[src/design/vks_pkg.sv]
// Shared types, codes and velocity-curve constants for the velocity key scanner.
package vks_pkg;

   // Input item: one contact sample or one end-of-frame marker.
   typedef struct packed {
      logic        cmd;
      logic [5:0]  key_index;
      logic        contact_sel;
      logic        contact_level;
      logic [31:0] now_ms;
      logic        retrigger_on;
      logic        midi_enable;
      logic        hold_on;
   } req_type;

   // Result item: one per input item.
   typedef struct packed {
      logic [1:0]  event_kind;
      logic [6:0]  note_number;
      logic [6:0]  velocity;
      logic        announce;
      logic        gate_low;
      logic [31:0] retrigger_deadline;
      logic [48:0] held_mask;
   } rsp_type;

   // Input commands
   localparam logic CMD_SAMPLE    = 1'b0;
   localparam logic CMD_FRAME_END = 1'b1;

   // Contact select
   localparam logic CONTACT_FIRST  = 1'b0;
   localparam logic CONTACT_SECOND = 1'b1;

   // Event kinds
   localparam logic [1:0] EV_NONE      = 2'd0;
   localparam logic [1:0] EV_KEY_DOWN  = 2'd1;
   localparam logic [1:0] EV_KEY_UP    = 2'd2;
   localparam logic [1:0] EV_FRAME_END = 2'd3;

   // Register index, taken from paddr[2]
   localparam logic REG_LOWEST_NOTE    = 1'b0;
   localparam logic REG_RETRIGGER_DLY  = 1'b1;

   localparam logic [6:0] LOWEST_NOTE_RESET   = 7'd36;
   localparam logic [7:0] RETRIGGER_DLY_RESET = 8'd10;

   // Velocity curve, slow branch: (64*a + 1245) / 35 via reciprocal multiply.
   localparam logic [9:0]  ATTACK_MAX    = 10'd1023;
   localparam logic [16:0] VEL_OFFSET    = 17'd1245;
   localparam logic [15:0] VEL_RECIP     = 16'd59919;
   localparam int          VEL_SHIFT     = 21;
   localparam logic [11:0] VEL_TOP       = 12'd127;

   // Velocity curve, fast branch: 127 - (63*a - 126) / 13, clamped, a in 0..15.
   function automatic logic [6:0] fast_velocity(input logic [3:0] attack);
      logic [6:0] v;
      case (attack)
         4'd0:    v = 7'd127;
         4'd1:    v = 7'd127;
         4'd2:    v = 7'd127;
         4'd3:    v = 7'd123;
         4'd4:    v = 7'd118;
         4'd5:    v = 7'd113;
         4'd6:    v = 7'd108;
         4'd7:    v = 7'd103;
         4'd8:    v = 7'd98;
         4'd9:    v = 7'd94;
         4'd10:   v = 7'd89;
         4'd11:   v = 7'd84;
         4'd12:   v = 7'd79;
         4'd13:   v = 7'd74;
         4'd14:   v = 7'd69;
         4'd15:   v = 7'd64;
         default: v = 7'd127;
      endcase
      return v;
   endfunction

endpackage

[src/design/velocity_key_scanner.sv]
// Velocity key scanner: contact edge detection, velocity curve and held-key mask.
// Stage one registers an accepted item; its result is then registered for rsp_valid.
// Throughput: one item per cycle unless stalled; the press-time read is issued at acceptance
// and forwarded from a same-cycle write, so back-to-back samples of one key need no bubble.
// Reset: synchronous, clears contact levels, press times (valid bits), masks, deadline
// and pipeline valids, and loads lowest_note 36 and retrigger_delay_ms 10.
module velocity_key_scanner
   import vks_pkg::*;
#(
   parameter int NUM_KEYBOARD_KEYS = 49
) (
   input  logic        clock,
   input  logic        reset,

   input  logic        req_valid,
   output logic        req_stall,
   input  req_type     req_payload,

   output logic        rsp_valid,
   input  logic        rsp_stall,
   output rsp_type     rsp_payload,

   input  logic        psel,
   input  logic        penable,
   input  logic        pwrite,
   input  logic [2:0]  paddr,
   input  logic [31:0] pwdata,
   output logic [31:0] prdata,
   output logic        pready
);

   localparam int KEY_W = $clog2(NUM_KEYBOARD_KEYS);

   // Configuration
   logic [6:0] lowest_note_ff;
   logic [7:0] retrig_dly_ff;
   logic       csr_write;

   // Pipeline
   logic        s1_valid_ff;
   req_type     s1_item_ff;
   logic [31:0] start_rd_ff;
   logic        out_valid_ff;
   rsp_type     out_item_ff;
   rsp_type     out_item_in;
   logic        req_accept;
   logic        s1_adv;

   // Key state
   logic [NUM_KEYBOARD_KEYS-1:0] first_ff,  first_in;
   logic [NUM_KEYBOARD_KEYS-1:0] second_ff, second_in;
   logic [NUM_KEYBOARD_KEYS-1:0] start_vld_ff, start_vld_in;
   logic [NUM_KEYBOARD_KEYS-1:0] pressed_ff, pressed_in;
   logic [NUM_KEYBOARD_KEYS-1:0] held_ff, held_in;
   logic                         new_press_ff, new_press_in;
   logic [31:0]                  deadline_ff, deadline_in;
   logic [31:0]                  press_mem [NUM_KEYBOARD_KEYS];

   // Processing of the item in stage one
   logic                         in_range;
   logic [KEY_W-1:0]             key_lo;
   logic [KEY_W-1:0]             rd_addr;
   logic [NUM_KEYBOARD_KEYS-1:0] key_bit;
   logic                         mem_we;
   logic [31:0]                  start_ms;
   logic [31:0]                  elapsed;
   logic [9:0]                   attack;
   logic [16:0]                  numer;
   logic [32:0]                  product;
   logic [11:0]                  quot;
   logic [6:0]                   slow_vel;
   logic [6:0]                   velocity;
   logic [63:0]                  held_wide;

   assign pready    = 1'b1;
   assign csr_write = psel && penable && pwrite;

   always_comb begin
      case (paddr[2])
         REG_LOWEST_NOTE:   prdata = {25'd0, lowest_note_ff};
         REG_RETRIGGER_DLY: prdata = {24'd0, retrig_dly_ff};
         default:           prdata = 32'd0;
      endcase
   end

   // Handshake: stage one moves on whenever the result register is free or drains.
   assign s1_adv     = s1_valid_ff && (!out_valid_ff || !rsp_stall);
   assign req_stall  = s1_valid_ff && !s1_adv;
   assign req_accept = req_valid && !req_stall;
   assign rsp_valid  = out_valid_ff;
   assign rsp_payload = out_item_ff;

   assign key_lo   = s1_item_ff.key_index[KEY_W-1:0];
   assign rd_addr  = req_payload.key_index[KEY_W-1:0];
   assign in_range = {1'b0, s1_item_ff.key_index} < 7'(NUM_KEYBOARD_KEYS);
   assign key_bit  = {{(NUM_KEYBOARD_KEYS-1){1'b0}}, 1'b1} << key_lo;

   // Record press start on a first-contact rising edge.
   assign mem_we = s1_adv && s1_item_ff.cmd == CMD_SAMPLE && in_range
                   && s1_item_ff.contact_sel == CONTACT_FIRST
                   && s1_item_ff.contact_level && !first_ff[key_lo];

   // Velocity curve
   assign start_ms = start_vld_ff[key_lo] ? start_rd_ff : 32'd0;
   assign elapsed  = s1_item_ff.now_ms - start_ms;
   assign attack   = (|elapsed[31:10]) ? ATTACK_MAX : elapsed[9:0];
   assign numer    = {1'b0, attack, 6'd0} + VEL_OFFSET;
   assign product  = numer * VEL_RECIP;
   assign quot     = product[VEL_SHIFT+11:VEL_SHIFT];
   assign slow_vel = (quot > VEL_TOP) ? 7'd0 : 7'(VEL_TOP - quot);
   assign velocity = (attack > 10'd15) ? slow_vel : fast_velocity(attack[3:0]);

   always_comb begin
      first_in     = first_ff;
      second_in    = second_ff;
      start_vld_in = start_vld_ff;
      pressed_in   = pressed_ff;
      held_in      = held_ff;
      new_press_in = new_press_ff;
      deadline_in  = deadline_ff;

      out_item_in                    = '0;
      out_item_in.event_kind         = EV_NONE;

      if (s1_item_ff.cmd == CMD_FRAME_END) begin
         if (!s1_item_ff.hold_on || new_press_ff) begin
            held_in = pressed_ff;
         end
         new_press_in           = 1'b0;
         out_item_in.event_kind = EV_FRAME_END;
      end else if (in_range) begin
         if (s1_item_ff.contact_sel == CONTACT_FIRST) begin
            first_in[key_lo] = s1_item_ff.contact_level;
            if (mem_we) begin
               start_vld_in[key_lo] = 1'b1;
            end
         end else begin
            second_in[key_lo] = s1_item_ff.contact_level;
            if (s1_item_ff.contact_level && !second_ff[key_lo]) begin
               pressed_in   = pressed_ff | key_bit;
               new_press_in = 1'b1;
               deadline_in  = s1_item_ff.retrigger_on
                              ? s1_item_ff.now_ms + {24'd0, retrig_dly_ff} : 32'd0;
               out_item_in.event_kind  = EV_KEY_DOWN;
               out_item_in.note_number = lowest_note_ff + {1'b0, s1_item_ff.key_index};
               out_item_in.velocity    = velocity;
               out_item_in.announce    = s1_item_ff.midi_enable;
               out_item_in.gate_low    = s1_item_ff.retrigger_on;
            end else if (!s1_item_ff.contact_level && second_ff[key_lo]) begin
               pressed_in = pressed_ff & ~key_bit;
               out_item_in.event_kind  = EV_KEY_UP;
               out_item_in.note_number = lowest_note_ff + {1'b0, s1_item_ff.key_index};
               out_item_in.announce    = s1_item_ff.midi_enable;
            end
         end
      end

      held_wide = 64'(held_in);
      out_item_in.retrigger_deadline = deadline_in;
      out_item_in.held_mask          = held_wide[48:0];
   end

   // Press-time memory; forward a same-cycle write to the read port.
   always_ff @(posedge clock) begin
      if (mem_we) begin
         press_mem[key_lo] <= s1_item_ff.now_ms;
      end
      if (req_accept) begin
         if (mem_we && key_lo == rd_addr) begin
            start_rd_ff <= s1_item_ff.now_ms;
         end else begin
            start_rd_ff <= press_mem[rd_addr];
         end
      end
   end

   // Payload registers
   always_ff @(posedge clock) begin
      if (req_accept) begin
         s1_item_ff <= req_payload;
      end
      if (s1_adv) begin
         out_item_ff <= out_item_in;
      end
   end

   // Control and key state
   always_ff @(posedge clock) begin
      if (reset) begin
         s1_valid_ff    <= 1'b0;
         out_valid_ff   <= 1'b0;
         first_ff       <= '0;
         second_ff      <= '0;
         start_vld_ff   <= '0;
         pressed_ff     <= '0;
         held_ff        <= '0;
         new_press_ff   <= 1'b0;
         deadline_ff    <= 32'd0;
         lowest_note_ff <= LOWEST_NOTE_RESET;
         retrig_dly_ff  <= RETRIGGER_DLY_RESET;
      end else begin
         if (req_accept) begin
            s1_valid_ff <= 1'b1;
         end else if (s1_adv) begin
            s1_valid_ff <= 1'b0;
         end

         if (s1_adv) begin
            out_valid_ff <= 1'b1;
         end else if (!rsp_stall) begin
            out_valid_ff <= 1'b0;
         end

         if (s1_adv) begin
            first_ff     <= first_in;
            second_ff    <= second_in;
            start_vld_ff <= start_vld_in;
            pressed_ff   <= pressed_in;
            held_ff      <= held_in;
            new_press_ff <= new_press_in;
            deadline_ff  <= deadline_in;
         end

         if (csr_write) begin
            case (paddr[2])
               REG_LOWEST_NOTE:   lowest_note_ff <= pwdata[6:0];
               REG_RETRIGGER_DLY: retrig_dly_ff  <= pwdata[7:0];
               default:           lowest_note_ff <= lowest_note_ff;
            endcase
         end
      end
   end

endmodule

[config.mk]
export PLATFORM = sky130hd
export DESIGN_NAME = velocity_key_scanner
export DESIGN_NICKNAME = d
export VERILOG_FILES = /design/src/design/vks_pkg.sv /design/src/design/velocity_key_scanner.sv
export SDC_FILE = /design/constraint.sdc
export NUM_CORES = 2
export LEC_CHECK = 0
export BUFFER_PORTS_ARGS = -buffer_cell sky130_fd_sc_hd__buf_2
export CAP_MARGIN = 20
export CORE_MARGIN = 5
export CORE_UTILIZATION = 29
export DETAILED_ROUTE_END_ITERATION = 8
export PLACE_DENSITY = 0.46
export SLEW_MARGIN = 40
export SYNTH_ARGS = -nofsm -noshare
export SYNTH_HDL_FRONTEND = slang
export SYNTH_SLANG_ARGS = --single-unit
[constraint.sdc]
create_clock -name clock -period 15 [get_ports clock]
set_clock_uncertainty 0.2 [all_clocks]
set_input_delay 1.5 -clock clock [delete_from_list [all_inputs] [get_ports clock]]
set_output_delay 1.5 -clock clock [all_outputs]
set_load 0.02 [all_outputs]
==> impl_results.html <==
<table>
<tr><th>Metric</th><th>Value</th></tr>
<tr><th colspan="2">Timing</th></tr>
<tr><td>Slew @ Worst Pin</td><td>a little over 0.9 ns</td></tr>
<tr><td>Total setup violations reported at the end of the flow</td><td>0</td></tr>
<tr><td>Total count of hold-check failures in the final report</td><td>0</td></tr>
<tr><td>Slew margin rel.</td><td>between 30% and 40%</td></tr>
<tr><td>Post-route fraction of the period consumed by the critical path</td><td>between 90% and 100%</td></tr>
<tr><td>Number of pins exceeding their max-slew limit in the final report</td><td>0</td></tr>
<tr><td>RSZ-0062 raised after global routing</td><td>no</td></tr>
<tr><td>Max Freq</td><td>0.0725 GHz</td></tr>
<tr><td>Setup slack after layout</td><td>approximately 1.2 ns</td></tr>
<tr><td>Worst-case hold slack</td><td>0.253 ns</td></tr>
<tr><td>Total negative slack</td><td>0 ns</td></tr>
<tr><td>Minimum period implied by the final worst setup slack</td><td>13.80 ns</td></tr>
<tr><th colspan="2">CTS</th></tr>
<tr><td>Number of buffers added by the clock tree synthesis step</td><td>approximately 220</td></tr>
<tr><td>Hold_buf cts</td><td>0</td></tr>
<tr><td>CTS sink cnt</td><td>a little over 2000</td></tr>
<tr><td>Post-CTS Setup Inserts</td><td>0</td></tr>
<tr><td>Later-pin clock latency in the skew report</td><td>approximately 0.92 ns</td></tr>
<tr><td>Largest buffer count on any clock path</td><td>4</td></tr>
<tr><td>H-tree Lvls</td><td>4</td></tr>
<tr><td>Post-cts repair resize count</td><td>0</td></tr>
<tr><td>Clock slew at reported path FFs</td><td>approximately 0.06 ns</td></tr>
<tr><td>CTS Root Buffer Type</td><td>sky130_fd_sc_hd__clkbuf_16</td></tr>
<tr><td>TritonCTS clock tree</td><td>built</td></tr>
<tr><th colspan="2">Placed design</th></tr>
<tr><td>DP Cell Count</td><td>roughly 9000</td></tr>
<tr><td>HPWL after detailed placement</td><td>between 100000 and 150000 um</td></tr>
<tr><td>Pre-CTS WS</td><td>approximately 1.3 ns</td></tr>
<tr><td>Number of port buffers</td><td>about 170</td></tr>
<tr><td>Final Wtd Congestion</td><td>~0.86</td></tr>
<tr><th colspan="2">Setup path</th></tr>
<tr><td>Critical path's slowest cell</td><td>sky130_fd_sc_hd__or4_4</td></tr>
<tr><td>Endpoint of the lowest-slack register-to-register path</td><td>rsp_payload[84]</td></tr>
<tr><td>Critical-path maximum fanout</td><td>33</td></tr>
<tr><td>Cell count of the worst reg-to-reg path</td><td>between 40 and 50</td></tr>
<tr><td>Critical path data required time</td><td>about 15 ns</td></tr>
<tr><td>Reg2Reg Setup Slack</td><td>between 1 and 1.5 ns</td></tr>
<tr><td>Worst path arrival time</td><td>14.23 ns</td></tr>
<tr><td>Crit Path Category</td><td>flop to flop</td></tr>
<tr><td>Worst reg2reg startpoint</td><td>key_lo[1]</td></tr>
<tr><td>Startpoint Class</td><td>flop</td></tr>
<tr><td>Kind of capture point of the worst setup path</td><td>flop</td></tr>
<tr><td>Largest stage delay, worst path</td><td>roughly 0.64 ns</td></tr>
<tr><td>Critical Path Most Common Cell</td><td>sky130_fd_sc_hd__inv_1</td></tr>
<tr><th colspan="2">Synthesis</th></tr>
<tr><td>Register area share after synthesis</td><td>around 70%</td></tr>
<tr><td>Fraction of synthesis flops using an asynchronous set or reset pin</td><td>0%</td></tr>
<tr><td>Cell type contributing the most total cell area after synthesis</td><td>sky130_fd_sc_hd__edfxtp_1</td></tr>
<tr><td>Area share of the leading cell type in the synthesized netlist</td><td>roughly three fifths</td></tr>
<tr><td>Most frequently used cell type in the post-synthesis netlist</td><td>sky130_fd_sc_hd__edfxtp_1</td></tr>
<tr><td>Post-Syn Instances</td><td>between 5000 and 6000</td></tr>
<tr><td>Synth top area cells</td><td>sky130_fd_sc_hd__edfxtp_1 (61%), sky130_fd_sc_hd__mux4_2 (15%), sky130_fd_sc_hd__dfxtp_1 (6.9%)</td></tr>
<tr><td>Most used standard cells in the synthesized netlist</td><td>sky130_fd_sc_hd__edfxtp_1 (1743), sky130_fd_sc_hd__mux4_2 (552), sky130_fd_sc_hd__nor2_1 (414), sky130_fd_sc_hd__dfxtp_1 (295), sky130_fd_sc_hd__nand2_1 (252)</td></tr>
<tr><td>Dominant synthesized flop cell</td><td>sky130_fd_sc_hd__edfxtp_1</td></tr>
<tr><td>Total standard cell area after synthesis</td><td>between 80000 and 90000 um^2</td></tr>
<tr><td>Post-Synthesis Mean Instance Area</td><td>between 15 and 20 um^2</td></tr>
<tr><td>Number of warnings printed during yosys synthesis</td><td>0</td></tr>
<tr><td>Post-synthesis register bit count</td><td>between 2000 and 2500</td></tr>
<tr><td>Count of different cell masters after synthesis</td><td>77</td></tr>
<tr><td>Post-synth EDFFs</td><td>1743</td></tr>
<tr><th colspan="2">Run</th></tr>
<tr><td>Max Cap Viol</td><td>0</td></tr>
<tr><th colspan="2">Worst hold path</th></tr>
<tr><td>Min-delay src</td><td>deadline_ff[15]</td></tr>
<tr><td>Hold WC Path Type</td><td>flop to flop</td></tr>
<tr><td>Depth of the worst hold-timing path</td><td>2</td></tr>
<tr><td>Worst hold endpoint</td><td>deadline_ff[15]</td></tr>
<tr><th colspan="2">Final layout</th></tr>
<tr><td>Count of nets after finishing</td><td>5619</td></tr>
<tr><td>Layout overhead on the synthesized area</td><td>16.0%</td></tr>
<tr><td>Layout Cells excl Fill</td><td>approximately 9400</td></tr>
<tr><td>Share of layout cells above drive strength 1</td><td>24.7%</td></tr>
<tr><td>Layout Utilization</td><td>roughly a third</td></tr>
<tr><th colspan="2">Route</th></tr>
<tr><td>Final routed wire length divided by cell count</td><td>around 27 um</td></tr>
<tr><td>Overall routed net length</td><td>between 200000 and 300000 um</td></tr>
<tr><td>Routed vias/inst</td><td>a little over 5</td></tr>
<tr><td>Detailed-router iteration count before antenna repair</td><td>6</td></tr>
<tr><td>Post-route antenna net violation count</td><td>0</td></tr>
<tr><td>DRC violation count after routing</td><td>0</td></tr>
<tr><td>Via count of the routed design</td><td>47800</td></tr>
<tr><td>Number of violations reported at the end of detailed-routing iteration 0</td><td>between 4000 and 5000</td></tr>
<tr><th colspan="2">Floorplanning</th></tr>
<tr><td>Count of boundary I/O pins</td><td>220</td></tr>
<tr><td>Height of the chip</td><td>between 500 and 600 um</td></tr>
<tr><td>Die ar.</td><td>between 300000 and 400000 um^2</td></tr>
<tr><td>Area of the core</td><td>293000 um^2</td></tr>
<tr><td>X dimension of the die</td><td>roughly 550 um</td></tr>
<tr><td>Site Rows</td><td>199</td></tr>
<tr><td>Initial cell density of the core</td><td>approximately 29%</td></tr>
<tr><th colspan="2">Run status</th></tr>
<tr><td>Outcome</td><td>completed</td></tr>
<tr><th colspan="2">Power and ir drop</th></tr>
<tr><td>Power per cell area</td><td>roughly 120 nW/um^2</td></tr>
<tr><td>Leakage dissipation</td><td>around 0.032 uW</td></tr>
<tr><td>Maximum VDD drop</td><td>104 uV</td></tr>
<tr><th colspan="2">Global route</th></tr>
<tr><td>Aggregate global-route resource usage</td><td>16.4%</td></tr>
<tr><td>Pin count of the biggest net entering global routing</td><td>about 110</td></tr>
<tr><td>Global route overflow</td><td>0</td></tr>
<tr><td>Wire length of the first global-routing pass</td><td>between 300000 and 400000 um</td></tr>
<tr><td>Vias in the first global route</td><td>roughly 48000</td></tr>
<tr><td>Number of antenna violations at the first check in global routing</td><td>20</td></tr>
</table>
-- cell type report --
type,instances,area (um^2)
fill,28100,194000
sequential,2038,58200
multi-input combinational,2607,25800
clock buffer,297,6080
tap,3919,4900
timing repair buffer,330,2470
clock inverter,110,900
inverter,134,508
antenna,3,7.51
-- state kept, by name, indices dropped and copies added (netlist names), 6 cells and up, named ones only --
register and cells:
retrig_dly_ff 8, second_ff 49, key_lo 6, start_vld_ff 49
press_mem 1568, rsp_payload 99, held_ff 49, first_ff 49
s1_item_ff 38, start_rd_ff 32, deadline_ff 32, lowest_note_ff 7
-- worst max path at each step --
stage,start,end,slack (ns),depth (start not counted)
6_report,key_lo[1],rsp_payload[84],1.20,47
5_1_grt,key_lo[1],rsp_payload[84],0.41,47
3_3_place_gp,key_lo[1],rsp_payload[84],1.40,47
3_5_place_dp,key_lo[1],rsp_payload[84],1.30,47
2_1_floorplan,key_lo[0],rsp_payload[84],2.56,45
4_1_cts,key_lo[1],rsp_payload[84],1.17,47
-- per-stage QoR --
stage	area [um^2]	power [uW]
CTS	98900	12400
detailed placement	91900	7080
global route	99000	12700
floorplan	85400	6820
global placement	91500	7070
finish	99000	12300
-- cell families after synthesis --
family | after synthesis | share of synthesized area, %
compound gates | 588 | 4.01
xor+xnor | 81 | 0.854
fa+ha+maj | 198 | 3.23
buf+inv | 445 | 2.09
flops | 2038 | 68.3
mux | 670 | 16.1
other cells | 2 | 0.00880
simple gates | 1045 | 5.43
-- routing by layer --
layer | routed length (um) | share of wire (%) | vias to the layer above | track usage, %
met1 | 117000 | 45 | 25600 | 23.6
met4 | 5250 | 2.0 | 4 | 3.62
met2 | 121000 | 47 | 1475 | 26.2
met3 | 15200 | 5.9 | 302 | 2.55
li1 | - | - | 20400 | -
met5 | 27 | 0.010 | - | 0
-- report_power, final --
| part | total [uW] | leakage, uW | internal, uW | switching [uW] |
|---|---|---|---|---|
| logic | 738 | 0.0104 | 273 | 465 |
| clock network | 5310 | 0.00341 | 3040 | 2270 |
| registers | 6220 | 0.0181 | 6190 | 26.3 |
| total | 12300 | 0.0319 | 9510 | 2760 |
-- layout by cell type, fill, tap and decap left out, drive strengths merged, types with 12 or more instances in the layout --
cell	instances
conb	25
clkbuf	299
nand4	26
nand2	252
nor2	414
nor2b	16
dfxtp	295
and2	13
nor3	77
xor2	26
mux2i	30
bufinv	12
clkinv	85
mux4	552
ha	161
mux2	88
xnor2	55
a21o	35
a211oi	15
inv	144
o21ai	217
nand2b	14
o31ai	18
fa	37
edfxtp	1743
a21oi	215
nand3	170
buf	328
and3	14
-- critical path, delay by kind of cell (launching register included) --
family,cells,cell delay [ns]
buffers and inverters,9,1.14
XOR/XNOR,2,0.26
AND/OR/NAND/NOR,12,3.88
adder cells (fa/ha/maj),8,3.16
flip-flops,1,0.54
AO/OA/AOI/OAI,16,4.34
Power figures use the tool's default switching activity.
